`src/design/nfcs_pkg.sv`:
```
// ----------------------------------------------------------------------------
// NOR flash command sequencer package
// Shared types, command codes and the burst step table.
// ----------------------------------------------------------------------------
`default_nettype none

package nfcs_pkg;

  // Field widths of the stream payloads.
  localparam int FLASH_ADDR_W = 24;
  localparam int WORD_W       = 16;
  localparam int BLOCK_W      = 8;
  localparam int SHIFT_W      = 5;
  localparam int OP_W         = 3;
  localparam int STATUS_W     = 3;
  localparam int STEP_W       = 3;

  // Defaults for the top-level parameters.
  localparam int ADDR_BITS_DEFAULT   = 24;
  localparam int BLOCK_COUNT_DEFAULT = 256;

  // Number of decoded requests that may wait between front and back.
  localparam int QUEUE_DEPTH = 4;

  // Configuration register indexes.
  localparam int CFG_INDEX_W = 1;
  localparam logic [CFG_INDEX_W-1:0] REG_FLASH_BASE  = 1'd0;
  localparam logic [CFG_INDEX_W-1:0] REG_BLOCK_SHIFT = 1'd1;
  localparam logic [SHIFT_W-1:0]     BLOCK_SHIFT_RESET = 5'd15;

  // Request codes.
  localparam logic [OP_W-1:0] OP_UNLOCK     = 3'd0;
  localparam logic [OP_W-1:0] OP_PROGRAM    = 3'd1;
  localparam logic [OP_W-1:0] OP_ERASE      = 3'd2;
  localparam logic [OP_W-1:0] OP_READ_REPLY = 3'd3;
  localparam logic [OP_W-1:0] OP_RESUME     = 3'd4;

  // Result status codes.
  localparam logic [STATUS_W-1:0] ST_WORKING   = 3'd0;
  localparam logic [STATUS_W-1:0] ST_DONE      = 3'd1;
  localparam logic [STATUS_W-1:0] ST_REJECTED  = 3'd2;
  localparam logic [STATUS_W-1:0] ST_SUSPENDED = 3'd3;
  localparam logic [STATUS_W-1:0] ST_NOT_VALID = 3'd4;

  // Flash command bytes.
  localparam logic [7:0] CMD_LOCK_SETUP   = 8'h60;
  localparam logic [7:0] CMD_CONFIRM      = 8'hD0;
  localparam logic [7:0] CMD_CLEAR_STATUS = 8'h50;
  localparam logic [7:0] CMD_PROGRAM      = 8'h40;
  localparam logic [7:0] CMD_ERASE        = 8'h20;
  localparam logic [7:0] CMD_READ_STATUS  = 8'h70;
  localparam logic [7:0] CMD_SUSPEND      = 8'hB0;
  localparam logic [7:0] CMD_READ_ARRAY   = 8'hFF;

  // Status register bits.
  localparam int SR_READY_BIT   = 7;
  localparam int SR_SUSPEND_BIT = 6;

  // Sequencer phase, one-hot.
  typedef enum logic [5:0] {
    PH_IDLE       = 6'b000001,
    PH_PROG_CHECK = 6'b000010,
    PH_PROG_POLL  = 6'b000100,
    PH_ERASE_POLL = 6'b001000,
    PH_SUSP_POLL  = 6'b010000,
    PH_SUSPENDED  = 6'b100000
  } phase_t;

  // Kind of bus burst that one accepted item causes.
  typedef enum logic [3:0] {
    K_BAD       = 4'd0,
    K_UNLOCK    = 4'd1,
    K_ERASE     = 4'd2,
    K_PROG_READ = 4'd3,
    K_REJECT    = 4'd4,
    K_PROG_WR   = 4'd5,
    K_DONE      = 4'd6,
    K_POLL      = 4'd7,
    K_SUSPEND   = 4'd8,
    K_SUSP_HOLD = 4'd9,
    K_RESUME    = 4'd10
  } burst_kind_t;

  // Unpacked input item.
  typedef struct packed {
    logic [OP_W-1:0]         op;
    logic [FLASH_ADDR_W-1:0] word_address;
    logic [WORD_W-1:0]       write_value;
    logic [BLOCK_W-1:0]      block_number;
    logic [WORD_W-1:0]       read_data;
    logic                    irq_pending;
  } in_item_t;

  // Decoded request handed from front to back.
  typedef struct packed {
    burst_kind_t             kind;
    logic [FLASH_ADDR_W-1:0] address;
    logic [WORD_W-1:0]       value;
  } burst_t;

  // One result of a burst.
  typedef struct packed {
    logic                has_access;
    logic                is_write;
    logic                use_value;
    logic [7:0]          cmd;
    logic [STATUS_W-1:0] status;
    logic                last;
  } step_t;

  function automatic step_t step_write(input logic [7:0] cmd, input logic last,
                                       input logic [STATUS_W-1:0] status);
    step_t s;
    s = '{has_access: 1'b1, is_write: 1'b1, use_value: 1'b0, cmd: cmd,
          status: status, last: last};
    return s;
  endfunction

  function automatic step_t step_value();
    step_t s;
    s = '{has_access: 1'b1, is_write: 1'b1, use_value: 1'b1, cmd: 8'h00,
          status: ST_WORKING, last: 1'b0};
    return s;
  endfunction

  function automatic step_t step_read();
    step_t s;
    s = '{has_access: 1'b1, is_write: 1'b0, use_value: 1'b0, cmd: 8'h00,
          status: ST_WORKING, last: 1'b1};
    return s;
  endfunction

  function automatic step_t step_status(input logic [STATUS_W-1:0] status);
    step_t s;
    s = '{has_access: 1'b0, is_write: 1'b0, use_value: 1'b0, cmd: 8'h00,
          status: status, last: 1'b1};
    return s;
  endfunction

  // Result number idx of a burst of the given kind.
  function automatic step_t burst_step(input burst_kind_t kind,
                                       input logic [STEP_W-1:0] idx);
    step_t s;
    s = step_status(ST_NOT_VALID);
    case (kind)
      K_UNLOCK: begin
        case (idx)
          3'd0:    s = step_write(CMD_LOCK_SETUP, 1'b0, ST_WORKING);
          3'd1:    s = step_write(CMD_CONFIRM, 1'b0, ST_WORKING);
          default: s = step_write(CMD_READ_ARRAY, 1'b1, ST_DONE);
        endcase
      end
      K_ERASE: begin
        case (idx)
          3'd0:    s = step_write(CMD_LOCK_SETUP, 1'b0, ST_WORKING);
          3'd1:    s = step_write(CMD_CONFIRM, 1'b0, ST_WORKING);
          3'd2:    s = step_write(CMD_CLEAR_STATUS, 1'b0, ST_WORKING);
          3'd3:    s = step_write(CMD_ERASE, 1'b0, ST_WORKING);
          3'd4:    s = step_write(CMD_CONFIRM, 1'b0, ST_WORKING);
          3'd5:    s = step_write(CMD_READ_STATUS, 1'b0, ST_WORKING);
          default: s = step_read();
        endcase
      end
      K_PROG_WR: begin
        case (idx)
          3'd0:    s = step_write(CMD_LOCK_SETUP, 1'b0, ST_WORKING);
          3'd1:    s = step_write(CMD_CONFIRM, 1'b0, ST_WORKING);
          3'd2:    s = step_write(CMD_CLEAR_STATUS, 1'b0, ST_WORKING);
          3'd3:    s = step_write(CMD_PROGRAM, 1'b0, ST_WORKING);
          3'd4:    s = step_value();
          default: s = step_read();
        endcase
      end
      K_SUSPEND: begin
        case (idx)
          3'd0:    s = step_write(CMD_SUSPEND, 1'b0, ST_WORKING);
          3'd1:    s = step_write(CMD_READ_STATUS, 1'b0, ST_WORKING);
          default: s = step_read();
        endcase
      end
      K_RESUME: begin
        case (idx)
          3'd0:    s = step_write(CMD_CONFIRM, 1'b0, ST_WORKING);
          3'd1:    s = step_write(CMD_READ_STATUS, 1'b0, ST_WORKING);
          default: s = step_read();
        endcase
      end
      K_PROG_READ: s = step_read();
      K_POLL:      s = step_read();
      K_REJECT:    s = step_status(ST_REJECTED);
      K_DONE:      s = step_write(CMD_READ_ARRAY, 1'b1, ST_DONE);
      K_SUSP_HOLD: s = step_write(CMD_READ_ARRAY, 1'b1, ST_SUSPENDED);
      default:     s = step_status(ST_NOT_VALID);
    endcase
    return s;
  endfunction

endpackage

`default_nettype wire

```
`src/design/nfcs_front.sv`:
```
// ----------------------------------------------------------------------------
// NOR flash command sequencer front end
// Holds the configuration and the sequencer phase, and decodes every accepted
// item into one burst descriptor for the back end.
// ----------------------------------------------------------------------------
`default_nettype none

module nfcs_front
  import nfcs_pkg::*;
#(
  parameter int ADDR_BITS   = ADDR_BITS_DEFAULT,
  parameter int BLOCK_COUNT = BLOCK_COUNT_DEFAULT
) (
  input  wire logic                    clk,
  input  wire logic                    rst,
  input  wire logic                    cfg_write,
  input  wire logic [CFG_INDEX_W-1:0]  cfg_index,
  input  wire logic [FLASH_ADDR_W-1:0] cfg_data,
  input  wire logic                    accept,
  input  wire in_item_t                item,
  output burst_t                       burst
);

  phase_t                  phase;
  phase_t                  phase_next;
  logic [FLASH_ADDR_W-1:0] flash_base;
  logic [SHIFT_W-1:0]      block_word_shift;
  logic [FLASH_ADDR_W-1:0] target_address;
  logic [FLASH_ADDR_W-1:0] target_address_next;
  logic [WORD_W-1:0]       pending_value;
  logic [WORD_W-1:0]       pending_value_next;
  burst_kind_t             kind;

  logic [ADDR_BITS-1:0]    block_offset;
  logic [ADDR_BITS-1:0]    block_sum;
  logic [FLASH_ADDR_W-1:0] block_address;
  logic [FLASH_ADDR_W-1:0] program_address;
  logic                    block_ok;
  logic                    would_set_bit;

  // Address arithmetic is done in ADDR_BITS width, then fit to the flash address field.
  always_comb begin
    block_offset    = ADDR_BITS'(item.block_number) << block_word_shift;
    block_sum       = ADDR_BITS'(flash_base) + block_offset;
    block_address   = FLASH_ADDR_W'(block_sum);
    program_address = FLASH_ADDR_W'(ADDR_BITS'(item.word_address));
    block_ok        = ({1'b0, item.block_number} < 9'(BLOCK_COUNT));
    would_set_bit   = |(~item.read_data & pending_value);
  end

  // Decode the item against the current phase.
  always_comb begin
    kind                = K_BAD;
    phase_next          = phase;
    target_address_next = target_address;
    pending_value_next  = pending_value;
    case (item.op)
      OP_UNLOCK, OP_ERASE: begin
        if (phase == PH_IDLE && block_ok) begin
          target_address_next = block_address;
          if (item.op == OP_UNLOCK) begin
            kind = K_UNLOCK;
          end else begin
            kind       = K_ERASE;
            phase_next = PH_ERASE_POLL;
          end
        end
      end
      OP_PROGRAM: begin
        if (phase == PH_IDLE) begin
          target_address_next = program_address;
          pending_value_next  = item.write_value;
          kind                = K_PROG_READ;
          phase_next          = PH_PROG_CHECK;
        end
      end
      OP_READ_REPLY: begin
        case (phase)
          PH_PROG_CHECK: begin
            if (would_set_bit) begin
              kind       = K_REJECT;
              phase_next = PH_IDLE;
            end else begin
              kind       = K_PROG_WR;
              phase_next = PH_PROG_POLL;
            end
          end
          PH_PROG_POLL: begin
            if (item.read_data[SR_READY_BIT]) begin
              kind       = K_DONE;
              phase_next = PH_IDLE;
            end else begin
              kind = K_POLL;
            end
          end
          PH_ERASE_POLL: begin
            if (item.read_data[SR_READY_BIT]) begin
              kind       = K_DONE;
              phase_next = PH_IDLE;
            end else if (item.irq_pending) begin
              kind       = K_SUSPEND;
              phase_next = PH_SUSP_POLL;
            end else begin
              kind = K_POLL;
            end
          end
          PH_SUSP_POLL: begin
            if (!item.read_data[SR_READY_BIT]) begin
              kind = K_POLL;
            end else if (!item.read_data[SR_SUSPEND_BIT]) begin
              // The erase finished before the suspend took hold.
              kind       = K_DONE;
              phase_next = PH_IDLE;
            end else begin
              kind       = K_SUSP_HOLD;
              phase_next = PH_SUSPENDED;
            end
          end
          default: kind = K_BAD;
        endcase
      end
      OP_RESUME: begin
        if (phase == PH_SUSPENDED) begin
          kind       = K_RESUME;
          phase_next = PH_ERASE_POLL;
        end
      end
      default: kind = K_BAD;
    endcase
  end

  // The descriptor carries the address and value that the burst will use.
  always_comb begin
    burst.kind    = kind;
    burst.address = target_address_next;
    burst.value   = pending_value_next;
  end

  // Configuration registers.
  always_ff @(posedge clk) begin
    if (rst) begin
      flash_base       <= '0;
      block_word_shift <= BLOCK_SHIFT_RESET;
    end else if (cfg_write) begin
      if (cfg_index == REG_FLASH_BASE) begin
        flash_base <= cfg_data;
      end else if (cfg_index == REG_BLOCK_SHIFT) begin
        block_word_shift <= cfg_data[SHIFT_W-1:0];
      end
    end
  end

  // Sequencer state advances once per accepted item.
  always_ff @(posedge clk) begin
    if (rst) begin
      phase          <= PH_IDLE;
      target_address <= '0;
      pending_value  <= '0;
    end else if (accept) begin
      phase          <= phase_next;
      target_address <= target_address_next;
      pending_value  <= pending_value_next;
    end
  end

endmodule

`default_nettype wire

```
`src/design/nfcs_queue.sv`:
```
// ----------------------------------------------------------------------------
// NOR flash command sequencer burst queue
// Short first-in first-out store of decoded bursts between front and back.
// ----------------------------------------------------------------------------
`default_nettype none

module nfcs_queue
  import nfcs_pkg::*;
(
  input  wire logic   clk,
  input  wire logic   rst,
  input  wire logic   push,
  input  wire burst_t push_data,
  input  wire logic   pop,
  output burst_t      head,
  output logic        empty,
  output logic        full
);

  localparam int PTR_W   = $clog2(QUEUE_DEPTH);
  localparam int COUNT_W = $clog2(QUEUE_DEPTH + 1);

  burst_t             entries [QUEUE_DEPTH];
  logic [PTR_W-1:0]   wr_ptr;
  logic [PTR_W-1:0]   rd_ptr;
  logic [COUNT_W-1:0] count;

  always_comb begin
    empty = (count == '0);
    full  = (count == COUNT_W'(QUEUE_DEPTH));
    head  = entries[rd_ptr];
  end

  // Storage needs no reset; only the pointers and the count do.
  always_ff @(posedge clk) begin
    if (push) begin
      entries[wr_ptr] <= push_data;
    end
  end

  always_ff @(posedge clk) begin
    if (rst) begin
      wr_ptr <= '0;
      rd_ptr <= '0;
      count  <= '0;
    end else begin
      if (push) begin
        wr_ptr <= (wr_ptr == PTR_W'(QUEUE_DEPTH - 1)) ? '0 : wr_ptr + 1'b1;
      end
      if (pop) begin
        rd_ptr <= (rd_ptr == PTR_W'(QUEUE_DEPTH - 1)) ? '0 : rd_ptr + 1'b1;
      end
      if (push && !pop) begin
        count <= count + 1'b1;
      end else if (pop && !push) begin
        count <= count - 1'b1;
      end
    end
  end

endmodule

`default_nettype wire

```
`src/design/nfcs_back.sv`:
```
// ----------------------------------------------------------------------------
// NOR flash command sequencer back end
// Expands the burst at the queue head into bus results, one per cycle while
// the output is not stalled, into the output register.
// ----------------------------------------------------------------------------
`default_nettype none

module nfcs_back
  import nfcs_pkg::*;
(
  input  wire logic                     clk,
  input  wire logic                     rst,
  input  wire burst_t                   head,
  input  wire logic                     empty,
  output logic                          pop,
  output logic                          out_valid,
  input  wire logic                     out_ready,
  output logic                          bus_is_write,
  output logic [FLASH_ADDR_W-1:0]       bus_address,
  output logic [WORD_W-1:0]             bus_data,
  output logic [STATUS_W-1:0]           status,
  output logic                          last,
  output logic                          has_access
);

  logic [STEP_W-1:0] idx;
  step_t             step;
  logic              load;

  // The output register takes a new result when it is empty or being drained.
  always_comb begin
    step = burst_step(head.kind, idx);
    load = (!out_valid || out_ready) && !empty;
    pop  = load && step.last;
  end

  always_ff @(posedge clk) begin
    if (rst) begin
      out_valid <= 1'b0;
      idx       <= '0;
    end else begin
      if (load) begin
        out_valid <= 1'b1;
        idx       <= step.last ? '0 : idx + 1'b1;
      end else if (out_ready) begin
        out_valid <= 1'b0;
      end
    end
  end

  // Result payload.
  always_ff @(posedge clk) begin
    if (load) begin
      bus_is_write <= step.is_write;
      bus_address  <= step.has_access ? head.address : '0;
      bus_data     <= step.use_value ? head.value : {8'h00, step.cmd};
      status       <= step.status;
      last         <= step.last;
      has_access   <= step.has_access;
    end
  end

endmodule

`default_nettype wire

```
`src/design/nor_flash_command_sequencer.sv`:
```
// ----------------------------------------------------------------------------
// NOR flash command sequencer
// Turns unlock, program, erase and resume requests and flash read replies
// into the bus accesses of a 16-bit block-locking NOR flash command set.
//
//   Channel  Direction  Handshake         Payload
//   s_*      in         tvalid/tready     requests and read replies
//   m_*      out        tvalid/tready     bus accesses and status, tlast ends
//   cfg_*    in         valid/ready       register index and write data
//
// Each accepted item is decoded in the cycle it arrives and takes one queue
// slot; its first result goes from that queue slot into the output register,
// not straight from the decoder. The output register emits one result per
// cycle while m_tready is high, and an item yields one to seven results
// (seven for an erase start). The input accepts an item every cycle while the
// burst queue has room, even when the output stalls. Reset is synchronous,
// holds both input channels off while it is high, and needs no clearing pass.
// ----------------------------------------------------------------------------
`default_nettype none

module nor_flash_command_sequencer
  import nfcs_pkg::*;
#(
  parameter int ADDR_BITS   = ADDR_BITS_DEFAULT,
  parameter int BLOCK_COUNT = BLOCK_COUNT_DEFAULT
) (
  input  wire logic                    clk,
  input  wire logic                    rst,
  input  wire logic                    s_tvalid,
  output logic                         s_tready,
  // word_address[23:0], write_value[39:24], block_number[47:40],
  // read_data[63:48], irq_pending[64], zero[71:65]
  input  wire logic [71:0]             s_tdata,
  // op[2:0]
  input  wire logic [OP_W-1:0]         s_tuser,
  output logic                         m_tvalid,
  input  wire logic                    m_tready,
  // bus_is_write[0], bus_address[24:1], bus_data[40:25], zero[47:41]
  output logic [47:0]                  m_tdata,
  // status[2:0], has_access[3]
  output logic [3:0]                   m_tuser,
  output logic                         m_tlast,
  input  wire logic                    cfg_valid,
  output logic                         cfg_ready,
  input  wire logic [CFG_INDEX_W-1:0]  cfg_index,
  input  wire logic [FLASH_ADDR_W-1:0] cfg_data
);

  in_item_t                item;
  burst_t                  burst;
  burst_t                  head;
  logic                    accept;
  logic                    q_empty;
  logic                    q_full;
  logic                    q_pop;
  logic                    bus_is_write;
  logic [FLASH_ADDR_W-1:0] bus_address;
  logic [WORD_W-1:0]       bus_data;
  logic [STATUS_W-1:0]     status;
  logic                    has_access;

  // Unpack the input transfer.
  always_comb begin
    item.op           = s_tuser;
    item.word_address = s_tdata[23:0];
    item.write_value  = s_tdata[39:24];
    item.block_number = s_tdata[47:40];
    item.read_data    = s_tdata[63:48];
    item.irq_pending  = s_tdata[64];
    s_tready          = !q_full && !rst;
    accept            = s_tvalid && s_tready;
    cfg_ready         = !rst;
  end

  nfcs_front #(
    .ADDR_BITS   (ADDR_BITS),
    .BLOCK_COUNT (BLOCK_COUNT)
  ) u_front (
    .clk       (clk),
    .rst       (rst),
    .cfg_write (cfg_valid && cfg_ready),
    .cfg_index (cfg_index),
    .cfg_data  (cfg_data),
    .accept    (accept),
    .item      (item),
    .burst     (burst)
  );

  nfcs_queue u_queue (
    .clk       (clk),
    .rst       (rst),
    .push      (accept),
    .push_data (burst),
    .pop       (q_pop),
    .head      (head),
    .empty     (q_empty),
    .full      (q_full)
  );

  nfcs_back u_back (
    .clk          (clk),
    .rst          (rst),
    .head         (head),
    .empty        (q_empty),
    .pop          (q_pop),
    .out_valid    (m_tvalid),
    .out_ready    (m_tready),
    .bus_is_write (bus_is_write),
    .bus_address  (bus_address),
    .bus_data     (bus_data),
    .status       (status),
    .last         (m_tlast),
    .has_access   (has_access)
  );

  // Pack the output transfer.
  always_comb begin
    m_tdata = {7'd0, bus_data, bus_address, bus_is_write};
    m_tuser = {has_access, status};
  end

endmodule

`default_nettype wire

```
`config.mk`:
```
export PLATFORM = sky130hd
export DESIGN_NAME = nor_flash_command_sequencer
export DESIGN_NICKNAME = d
export VERILOG_FILES = /design/src/design/nfcs_pkg.sv /design/src/design/nfcs_front.sv /design/src/design/nfcs_queue.sv /design/src/design/nfcs_back.sv /design/src/design/nor_flash_command_sequencer.sv
export SDC_FILE = /design/constraint.sdc
export NUM_CORES = 1
export LEC_CHECK = 0
export BUFFER_PORTS_ARGS = -buffer_cell sky130_fd_sc_hd__buf_2
export CAP_MARGIN = 25
export CORE_ASPECT_RATIO = 0.8
export CORE_MARGIN = 2
export CORE_UTILIZATION = 59
export DETAILED_ROUTE_END_ITERATION = 12
export PLACE_DENSITY = 0.8
export SETUP_SLACK_MARGIN = 0.2
export SLEW_MARGIN = 20
export SYNTH_ARGS = -nofsm -noshare
export SYNTH_HDL_FRONTEND = slang
export SYNTH_SLANG_ARGS = --single-unit
export TNS_END_PERCENT = 1
```
`constraint.sdc`:
```
create_clock -name clk -period 4.75 [get_ports clk]
set_clock_uncertainty 0.15 [all_clocks]
set_input_delay 0.7125 -clock clk [delete_from_list [all_inputs] [get_ports clk]]
set_output_delay 0.7125 -clock clk [all_outputs]
set_load 0.005 [all_outputs]
```
==> metrics.md, run 1 <==
| Metric | Value |
|---|---|
| Synthesized instance count | `1272` |
| Total GRT Usage | `26.3%` |
| P_int | `5.84 mW` |
| Final wirelength | `35.0 mm` |
| Slowest stage delay, CP | `0.62 ns` |
| MaxCap Viol Count | `0` |
| Largest buffer count on any clock path | `3` |
| Syn Area/Cell | `11.7 sq um` |
| WP data arrival | `about 4.5 ns` |
| First-pass GRT wire length | `55.1 mm` |
| Sw Pwr | `2.47 mW` |
| Synth async-reset ratio | `0%` |
| Final core occ | `68.7%` |
| Area Growth Syn to Fin | `13.5%` |
| Setup violators final | `0` |
| Detailed Route Iter0 Violations | `1404` |
| Cell variety after synth | `86` |
| Post-synth EDFFs | `222` |
| Sw Share | `29.7%` |
| DP HPWL | `24.3 mm` |
| Die area | `26400 sq um` |
| # resized after CTS | `0` |
| Hold_buf cts | `0` |
| I/O Buffers | `146` |
| Hold path start | `cfg_data[16]` |
| Power per cell area | `494 nW/um^2` |
| CTS Root Cell | `clkbuf_16` |
| Cell Rows | `between 50 and 60` |
| HP Class | `in -> reg` |
| Fin. max-slew vios | `0` |
| Vias in the first global route | `10200` |
| Number of synthesized register bits | `310` |
| Leak | `6.53 nW` |
| Max-slew headroom | `44.8%` |
| H-Tree Depth | `1` |
| Final hold vios | `0` |
| WP buf/inv | `1` |
| CTS buffer count | `30` |
| Minimum clock period | `4.31 ns` |
| Predominant post-synthesis flop cell | `edfxtp_1` |
| Post-Syn Area | `14800 sq um` |
| Measured slew at the worst slew-check pin | `0.828 ns` |
| Register area share after synthesis | `between 50 and 60%` |
| Critical path endpoint category | `register` |
| Postcts setup bufs | `0` |
| Critical path, cell by cell | `inv_1 > and3_1 > a21oi_1 > nor2b_1 > a211oi_1 > ha_1 > a21oi_1 > nand2_1 > a221o_1 > a32o_1 > a211oi_1 > xnor2_1 > o21ai_0` |
| RSZ-0062 raised after global routing | `true` |
| Critical path's slowest cell | `dfxtp_1` |
| Worst hold slack | `around 0.20 ns` |
| Design area | `roughly 17000 sq um` |
| Final ANT Viol Nets | `0` |
| # IOs | `roughly 160` |
| CTS clock-pin slew for the worst setup and hold paths | `0.06 ns` |
| Core area | `24500 sq um` |
| Power, Total | `8.31 mW` |
| Ys Warns | `0` |
| Crit Path Category | `reg -> reg` |
| Fin crit share | `90.7%` |
| Die width | `181 um` |
| Placement Cell Area | `~16000 sq um` |
| CTS sink count | `310` |
| Setup TNS | `0 ns` |
| DRC viols | `0` |
| DR pass1 iterations | `8` |
| CP top delay family | `compound AO/OA/AOI/OAI gates` |
| Remaining global-route overflow | `0` |
| Vias/cell | `6.21` |
| Routed via count | `10800` |
| Nets | `1530` |
| Worst r2r src | `u_front.block_word_shift[2]$_SDFFE_PP1P_` |
| Highest Clock Rate | `232 MHz` |
| Combinational share of power | `roughly 26%` |
| CP Data Required Time | `4.90 ns` |
| Status | `finished, final reports clean` |
| Fraction of layout cells with a size suffix above 1 | `21.2%` |
| Seq pwr share | `43.8%` |
| CTS tree | `done` |
| Worst setup SP type | `register` |
| Initial antenna violation count | `2` |
| Starting density of the core | `60.5%` |
| Clk Latency, worst-skew pair | `0.56 ns` |
| Avg WL per Cell | `20.2 um` |
| Placer congestion estimate | `0.912` |
| CP Max Fanout | `13` |
| Largest net degree at the start of global routing | `53` |
| Worst vdd ir | `0.000376 V` |
| Die Y | `146 um` |
| Clock network power share | `30.5%` |
| Critical path launch point | `u_front.block_word_shift[2]$_SDFFE_PP1P_` |
## cell usage in the layout (no fill, tap or decap), types with 21 or more instances in the layout
cell       count
clkbuf_16     30
buf_2        146
inv_1         48
a21oi_1       55
o21ai_0       73
nand3_1       48
dfxtp_1       85
nand2_1      166
nor2b_1       43
ha_1          34
edfxtp_1     222
nor2_1        71
o22ai_1       21
mux4_2        45
## worst paths after layout
path	slack (ns)	end	cells after the start
setup / recovery	0.44	u_queue.entries[1][39]$_DFFE_PP_	13
hold / removal	0.20	u_front.flash_base[16]$_SDFFE_PP0P_	3
setup reg to reg	0.44	u_queue.entries[1][39]$_DFFE_PP_	13
hold reg to reg	0.31	u_front.pending_value[2]$_SDFFE_PP0P_	2
## sequential cells by signal, indices dropped and copies added, names as in the netlist, 2 cells and up, named ones only
signal and cells:
u_back.bus_address 24, u_back.bus_data 16, u_back.idx 3, u_back.status 3, u_front.block_word_shift 5, u_front.flash_base 24, u_front.pending_value 16, u_front.phase 6
u_front.target_address 24, u_queue.count 3, u_queue.entries 176, u_queue.rd_ptr 2, u_queue.wr_ptr 2
## layout make-up
type / count / area [sq um]
antenna: 1 / 2.50
tap: 318 / 398
timing repair buffer: 163 / 858
clock inverter: 16 / 221
clock buffer: 40 / 848
inverter: 50 / 189
multi-input combinational: 834 / 5880
fill: 1779 / 7670
sequential: 310 / 8430
## per-layer routing
layer  GRT usage (%)  wire (um)  up-vias  share of wire, %
met5               0         26        -             0.074
met1            39.0      15400     5224                44
met2            41.2      16000      501                46
met4            6.30        681        4               1.9
met3            3.98       2910       57               8.3
li1                -          -     4970                 -
## through the flow
stage | std cells | setup WS [ns]
4_1_cts | 1731 | 0.237
3_3_place_gp | 1675 | 0.358
6_report | 1732 | 0.442
3_5_place_dp | 1675 | 0.253
5_1_grt | 1731 | 0.189
2_1_floorplan | 1278 | 1.02
## kinds of logic after synthesis
group	after synthesis	share of synthesized area, %
xor+xnor	22	1.30
simple gates	421	13.8
mux	70	8.58
compound gates	278	12.5
flops	310	56.8
buf+inv	134	3.87
other cells	1	0.0253
fa+ha+maj	36	3.14
## power by group through the flow
stage / clock (mW) / sequential [mW] / combinational (mW)
final: 2.53 / 3.64 / 2.14
after global routing: 2.66 / 3.69 / 2.31
after CTS: 2.56 / 3.65 / 2.13
after detailed placement: 0 / 3.69 / 2.12
after global placement: 0 / 3.68 / 2.06
after floorplan: 0 / 3.64 / 1.45
## tightest hold or removal path, stage by stage
cell and delay (ns):
buf_2 0.08, nand2_1 0.03, o21ai_0 0.05
## cell usage after synthesis, types with 5 or more instances
master	instances	area share, %
o22ai_1	21	0.89
a22oi_1	13	0.66
a222oi_1	6	0.40
nand2b_1	8	0.34
buf_2	8	0.27
or3_1	14	0.59
clkbuf_1	59	1.5
nor3_1	13	0.44
edfxtp_1	222	45
nand2_1	166	4.2
mux2_2	7	0.53
a31oi_1	6	0.25
nor2_1	71	1.8
a21o_1	17	0.86
o31ai_1	13	0.66
o21ai_0	73	2.5
a21oi_1	55	1.9
and3_1	11	0.46
buf_4	10	0.51
nand3_1	48	1.6
mux4_2	45	6.8
nor2b_1	43	1.8
dfxtp_1	88	12
a211oi_1	11	0.56
nand4_1	6	0.25
inv_1	49	1.2
o211ai_1	5	0.25
ha_1	34	2.9
xnor2_1	16	0.94
and2_1	8	0.34
a221o_1	9	0.61
xor2_1	6	0.35
mux2i_1	18	1.2
Power figures use the tool's default switching activity.
==> run 2: changes to the inputs <==
- ABC_AREA: default -> 1
==> metrics.md, run 2 <==
| Metric | Value |
|---|---|
| Status | `finished, final reports clean` |
| Largest family of logic cells by synthesized area | `simple AND/OR/NAND/NOR gates` |
| Area Growth Syn to Fin | `12.7%` |
| CP Max Fanout | `88 (+75)` |
| Max-slew headroom | `36.1% (-8.6 points)` |
| Final hold vios | `0 (unchanged)` |
| # IOs | `161 (unchanged)` |
| Largest net degree at the start of global routing | `89 (+68%)` |
| Starting density of the core | `59.8% (-0.72 points)` |
| Die Y | `147 um (+0.87%)` |
| I/O Buffers | `146 (unchanged)` |
| Vias in the first global route | `11600 (+14%)` |
| Setup violators final | `0 (unchanged)` |
| Most common cell after layout, fill and taps aside | `nand2_1` |
| Syn Area/Cell | `8.82 sq um (-24%)` |
| Avg WL per Cell | `16.9 um (-16%)` |
| Routed via count | `12200 (+13%)` |
| Post-Syn Area | `15100 sq um (+1.8%)` |
| # resized after CTS | `0 (unchanged)` |
| Fin crit share | `79.1% (-12 points)` |
| Cell Rows | `52 (+2.0%)` |
| Cell variety after synth | `53 (-38%)` |
| Measured slew at the worst slew-check pin | `0.957 ns (+0.129 ns)` |
| Post-synth EDFFs | `222 (unchanged)` |
| H-Tree Depth | `1 (unchanged)` |
| CTS Root Cell | `clkbuf_16` |
| Setup TNS | `0 ns (unchanged)` |
| DR pass1 iterations | `5 (-3)` |
| MaxCap Viol Count | `0 (unchanged)` |
| Most flop-heavy register | `u_queue.entries` |
| Die area | `26900 sq um (+1.8%)` |
| CTS clock-pin slew for the worst setup and hold paths | `0.06 ns (about the same)` |
| Main area contributors after synthesis | `edfxtp_1, dfxtp_1, nand2_1` |
| Core area | `25200 sq um (+3.0%)` |
| First-pass GRT wire length | `58.7 mm (+6.6%)` |
| Remaining global-route overflow | `0 (unchanged)` |
| Power per cell area | `486 nW/um^2 (-1.6%)` |
| CP Data Required Time | `5.04 ns (+0.14 ns)` |
| Top cell type's share of synthesized area | `44.1% (-0.79 points)` |
| Synth async-reset ratio | `0% (unchanged)` |
| Post-Synth Simple-Gate Area | `21.5% (+7.8 points)` |
| Clk Latency, worst-skew pair | `0.57 ns (about the same)` |
| Fin. max-slew vios | `0 (unchanged)` |
| Hold_buf cts | `0 (unchanged)` |
| Synthesized instance count | `1713 (+35%)` |
| Power, Total | `8.27 mW (-0.50%)` |
| Top cell type by total area after synthesis | `edfxtp_1` |
| Critical path endpoint category | `register` |
| Leak | `7.01 nW (+7.3%)` |
| Worst setup SP type | `register` |
| Largest register FFs | `176 (unchanged)` |
| Post-synthesis mux area share | `0.133% (-8.4 points)` |
| DRC viols | `0 (unchanged)` |
| Xor/xnor share of the synthesized area | `0.232% (-1.1 points)` |
| CTS sink count | `310 (unchanged)` |
| Largest buffer count on any clock path | `3 (unchanged)` |
| CTS buffer count | `30 (unchanged)` |
| Dominant cell by count in the synthesized netlist | `nand2_1` |
| Commonest cells post-synth | `nand2_1, nor2_1, edfxtp_1` |
| Total GRT Usage | `27.5% (+1.2 points)` |
| Postcts setup bufs | `0 (unchanged)` |
| Register area share after synthesis | `55.8% (-1.0 points)` |
| WP data arrival | `4.05 ns (-0.41 ns)` |
| Commonest non-fill, non-tap cells in the layout | `nand2_1, nor2_1, edfxtp_1` |
| HP Class | `in -> reg` |
| Fraction of layout cells with a size suffix above 1 | `14.4% (-6.8 points)` |
| Placement Cell Area | `16000 sq um (+1.8%)` |
| Final ANT Viol Nets | `0 (unchanged)` |
| DP HPWL | `25.4 mm (+4.5%)` |
| Minimum clock period | `3.76 ns (-0.550 ns)` |
| Ys Warns | `0 (unchanged)` |
| Vias/cell | `5.58 (-10%)` |
| Nets | `1974 (+29%)` |
| Adder-cell share of the synthesized area | `3.08% (-0.055 points)` |
| Design area | `17000 sq um (+1.2%)` |
| Initial antenna violation count | `1 (-1)` |
| Predominant post-synthesis flop cell | `edfxtp_1` |
| Detailed Route Iter0 Violations | `1172 (-17%)` |
| Number of synthesized register bits | `310 (unchanged)` |
| RSZ-0062 raised after global routing | `false` |
| Highest Clock Rate | `266 MHz (+15%)` |
| Final wirelength | `36.9 mm (+5.4%)` |
| Placer congestion estimate | `0.902 (-1.1%)` |
| CTS tree | `done` |
| Worst vdd ir | `0.000276 V (-27%)` |
| Crit Path Category | `reg -> reg` |
| Compound-cell area share of the yosys netlist | `12.8% (+0.24 points)` |
| Die width | `183 um (+0.87%)` |
[run 2: stage by stage]
step / hold slack, ns / util (%) / setup WS (ns) / instances
2_1_floorplan: 0.276 / - / 1.12 / 1719
3_3_place_gp: 0.288 / 63.5 / 1.05 / 2125
5_1_grt: 0.193 / 67.4 / 0.668 / 2182
3_5_place_dp: 0.294 / 63.5 / 1.00 / 2125
4_1_cts: 0.182 / 67.4 / 0.980 / 2181
6_report: 0.195 / 67.4 / 0.992 / 2183
[run 2: final cells by class]
class	instances	area, sq um
Antenna cell	2	5.00
Clock buffer	44	868
Clock inverter	12	115
Fill cell	1973	8220
Inverter	159	607
Multi-Input combinational cell	1174	5780
Sequential cell	310	8430
Tap cell	324	405
Timing Repair Buffer	158	821
[run 2: per-layer routing]
metal / part of all wire [%] / global-route usage, %
met5: 0 / 0
met1: 45 / 39.4
met4: 2.3 / 6.80
met3: 7.6 / 3.79
met2: 46 / 44.7
[run 2: kinds of logic (layout without fill, tap and decap cells)]
family                     count (synthesis)  in the layout
AOI/OAI and AO/OA                        351            351
buffers and inverters                    235            373
xor gates and xnor gates                   4              4
DFF                                      310            310
and+or+nand+nor                          774            774
muxes                                      2              2
other                                      1              9
adders and majority gates                 36             36
[run 2: path summary, 6_finish.rpt]
kind	from	end	slack, ns	depth (start not counted)
worst min register to register	u_front.target_address[16]$_SDFFE_PP0P_	u_front.target_address[16]$_SDFFE_PP0P_	0.30	2
worst min-delay path	cfg_data[5]	u_front.flash_base[5]$_SDFFE_PP0P_	0.19	3
worst max register to register	register	u_queue.count[2]$_SDFFE_PP0P_	0.99	18
worst max-delay path	register	u_queue.count[2]$_SDFFE_PP0P_	0.99	18
[run 2: worst max-delay path, stage by stage (launching register included)]
cell,delay (ns)
dfxtp_2,0.36
buf_4,0.70
nand2_1,0.11
nand3_1,0.14
nand2_2,0.14
nor2_4,0.23
nand2_2,0.09
nand2_4,0.09
inv_4,0.14
nor2_4,0.19
nand2_4,0.10
nand2_4,0.08
ha_1,0.13
inv_1,0.08
fa_1,0.45
a21oi_1,0.15
o21ai_0,0.11
o21ai_0,0.15
a21oi_1,0.05
[run 2: where the power goes]
| group | leakage, nW | internal, mW | switching [mW] | total, mW |
|---|---|---|---|---|
| Clock | 0.477 | 1.33 | 1.01 | 2.34 |
| Combinational | 3.72 | 0.717 | 1.63 | 2.35 |
| Sequential | 2.82 | 3.44 | 0.141 | 3.58 |
==> run 3: changes to the inputs <==
- CORE_UTILIZATION: 59 -> 54
- PLACE_DENSITY: 0.8 -> 0.77
- clock period: 4.75 -> 3.25 ns (I/O delays scaled with it)
==> metrics.md, run 3 (synthesized netlist as in run 2, its figures left out) <==
| Metric | Value |
|---|---|
| Seq pwr share | `42.3% (-1.0 points)` |
| R2R Setup Slk | `0.22 ns (-0.77 ns)` |
| Post-Route M1 WL | `17.1 mm (+4.0%)` |
| Highest Clock Rate | `330 MHz (+24%)` |
| Most common cell after layout, fill and taps aside | `nand2_1` |
| Nets | `2075 (+5.1%)` |
| Final core occ | `68.4% (+1.0 points)` |
| Total GRT Usage | `26.0% (-1.4 points)` |
| HP Class | `in -> reg` |
| Placed Cells | `2218 (+4.4%)` |
| Crit Path Category | `reg -> reg` |
| Placer congestion estimate | `0.905 (+0.33%)` |
| DR top layer | `met4` |
| H-Tree Depth | `1 (unchanged)` |
| Fraction of layout cells with a size suffix above 1 | `26.4% (+12 points)` |
| CP Max Fanout | `8 (-91%)` |
| Design area | `18700 sq um (+10%)` |
| Status | `finished, final reports clean` |
| CTS tree | `done` |
| Detailed Route Iter0 Violations | `1089 (-7.1%)` |
| Leak | `7.61 nW (+8.5%)` |
| Vias in the first global route | `11800 (+1.8%)` |
| MaxCap Viol Count | `0 (unchanged)` |
| Power per cell area | `662 nW/um^2 (+36%)` |
| Die width | `191 um (+4.4%)` |
| Reg2reg end | `u_queue.entries[1][34]$_DFFE_PP_` |
| Final hold vios | `0 (unchanged)` |
| Fin. max-slew vios | `0 (unchanged)` |
| DRC viols | `0 (unchanged)` |
| Met2 WL | `18.6 mm (+11%)` |
| First-pass GRT wire length | `60.4 mm (+2.8%)` |
| Core area | `27400 sq um (+8.4%)` |
| Hold path start | `cfg_data[21]` |
| Minimum clock period | `3.03 ns (-0.729 ns)` |
| Most flop-heavy register | `u_queue.entries` |
| Avg WL per Cell | `17.1 um (+0.87%)` |
| CTS buffer count | `30 (unchanged)` |
| Setup TNS | `0 ns (unchanged)` |
| Clk Latency, worst-skew pair | `0.58 ns (about the same)` |
| # IOs | `161 (unchanged)` |
| P_int | `8.21 mW (+50%)` |
| RSZ-0062 raised after global routing | `true` |
| Worst vdd ir | `0.000450 V (+63%)` |
| Worst setup SP type | `register` |
| R2R depth | `18 (unchanged)` |
| Final ANT Viol Nets | `0 (unchanged)` |
| Routed via count | `12700 (+4.7%)` |
| Die Y | `154 um (+4.4%)` |
| Die area | `29300 sq um (+9.0%)` |
| Worst r2r src | `u_front.block_word_shift[0]$_SDFFE_PP1P_` |
| DP HPWL | `25.9 mm (+2.1%)` |
| Worst hold slack | `0.0146 ns (-0.180 ns)` |
| Placement Cell Area | `16500 sq um (+2.9%)` |
| Critical path endpoint category | `register` |
| Clock network power share | `26.9% (-1.4 points)` |
| Remaining global-route overflow | `0 (unchanged)` |
| Non-filler cells, final | `2323 (+6.4%)` |
| CTS sink count | `310 (unchanged)` |
| Commonest non-fill, non-tap cells in the layout | `nand2_1, edfxtp_1, nor2_1` |
| CTS clock-pin slew for the worst setup and hold paths | `0.06 ns (about the same)` |
| Vias/cell | `5.49 (-1.6%)` |
| Largest buffer count on any clock path | `3 (unchanged)` |
| CP Data Required Time | `3.40 ns (-1.64 ns)` |
| Sw Share | `33.8% (+0.13 points)` |
| Starting density of the core | `55.2% (-4.6 points)` |
| I/O Buffers | `146 (unchanged)` |
| Met3 wire len | `2.81 mm (+0.61%)` |
| Largest net degree at the start of global routing | `81 (-9.0%)` |
| Area Growth Syn to Fin | `24.0%` |
| Measured slew at the worst slew-check pin | `0.829 ns (-0.128 ns)` |
| Sw Pwr | `4.19 mW (+51%)` |
| CTS Root Cell | `clkbuf_16` |
| Worst-case hold path end point | `u_front.flash_base[21]$_SDFFE_PP0P_` |
| Final wirelength | `39.6 mm (+7.3%)` |
| Setup violators final | `0 (unchanged)` |
| Pre-CTS setup slack | `-0.113 ns (-1.11 ns)` |
| Largest register FFs | `176 (unchanged)` |
| Power, Total | `12.4 mW (+50%)` |
| Combinational share of power | `30.8% (+2.4 points)` |
| Worst Hold Path Cells | `3 (unchanged)` |
| Final WS setup | `0.221 ns (-0.771 ns)` |
| DR pass1 iterations | `5 (unchanged)` |
| Max-slew headroom | `44.7% (+8.6 points)` |
| WP data arrival | `3.18 ns (-0.87 ns)` |
| Cell Rows | `54 (+3.8%)` |
| Initial antenna violation count | `1 (unchanged)` |
| Fin crit share | `93.2% (+14 points)` |
-- run 3: changes by cell type in the layout (fill, tap and decap cells not counted), moves of 14 or more --
cell / delta
nand2_1: -58
nor2_1: -28
nor2_2: +21
ha_1: -20
nand2_2: +46
buf_4: +74
o21ai_0: -16
a21oi_1: -14
ha_4: +14
dlygate4sd3_1: +19
-- run 3: layout make-up --
class	instances	area (sq um)
inverters	159	622
clock buffers	49	862
diodes	1	2.50
repair buffers	258	1660
flip-flops and latches	310	8440
multi-input cells	1174	6590
repair inverters	1	5.00
fillers	2130	8630
well taps	364	455
clock inverters	7	88.8
-- run 3: what timing repair did --
item | 4_1_cts | 5_1_grt
endpoints found under the hold margin | 19 | 0
hold buffers | 19 | 0
setup buffers | 8 | 20
endpoints found under the setup margin | 87 | 107
gates resized for setup | 39 | 197
pin swaps | 11 | 69
cloned | 0 | 1
-- run 3: metal layers --
metal  GRT usage [%]  up-vias
li1                -     6211
met1            37.6     5971
met2            41.8      486
met3            3.33       78
met4            6.57        0
met5               0        -
-- run 3: worst max-delay path, cell delays in order, from the launching register on --
cell and delay (ns):
dfxtp_4 0.40, inv_6 0.06, buf_4 0.12, nand2_1 0.08, nand3_1 0.11, nand3_1 0.12
nand2_2 0.10, inv_1 0.11, nor2_1 0.06, ha_2 0.41, nand2_4 0.09, nor2_2 0.17
nand3_1 0.15, nand2_2 0.14, nand2_2 0.08, nand3_1 0.10, nand3_2 0.10, nand2_2 0.12
nand2_4 0.08
-- run 3: power by group through the flow --
stage	clock, mW	sequential [mW]	combinational [mW]
5_1_grt	3.50	5.29	4.25
4_1_cts	3.38	5.24	3.56
3_3_place_gp	0	5.29	3.40
6_report	3.34	5.24	3.82
2_1_floorplan	0	5.30	2.28
3_5_place_dp	0	5.32	3.48
-- run 3: worst max-delay path by stage --
stage | cells after the start | end | from
after floorplan | 4 | u_queue.entries[0][0]$_DFFE_PP_ | rst
after CTS | 18 | u_queue.entries[2][37]$_DFFE_PP_ | u_front.block_word_shift[1]$_SDFFE_PP1P_
final | 18 | u_queue.entries[1][34]$_DFFE_PP_ | u_front.block_word_shift[0]$_SDFFE_PP1P_
after global placement | 17 | u_queue.entries[0][39]$_DFFE_PP_ | s_tdata[45]
after detailed placement | 16 | u_queue.entries[0][34]$_DFFE_PP_ | s_tdata[40]
after global routing | 20 | u_front.target_address[22]$_SDFFE_PP0P_ | u_front.block_word_shift[0]$_SDFFE_PP1P_
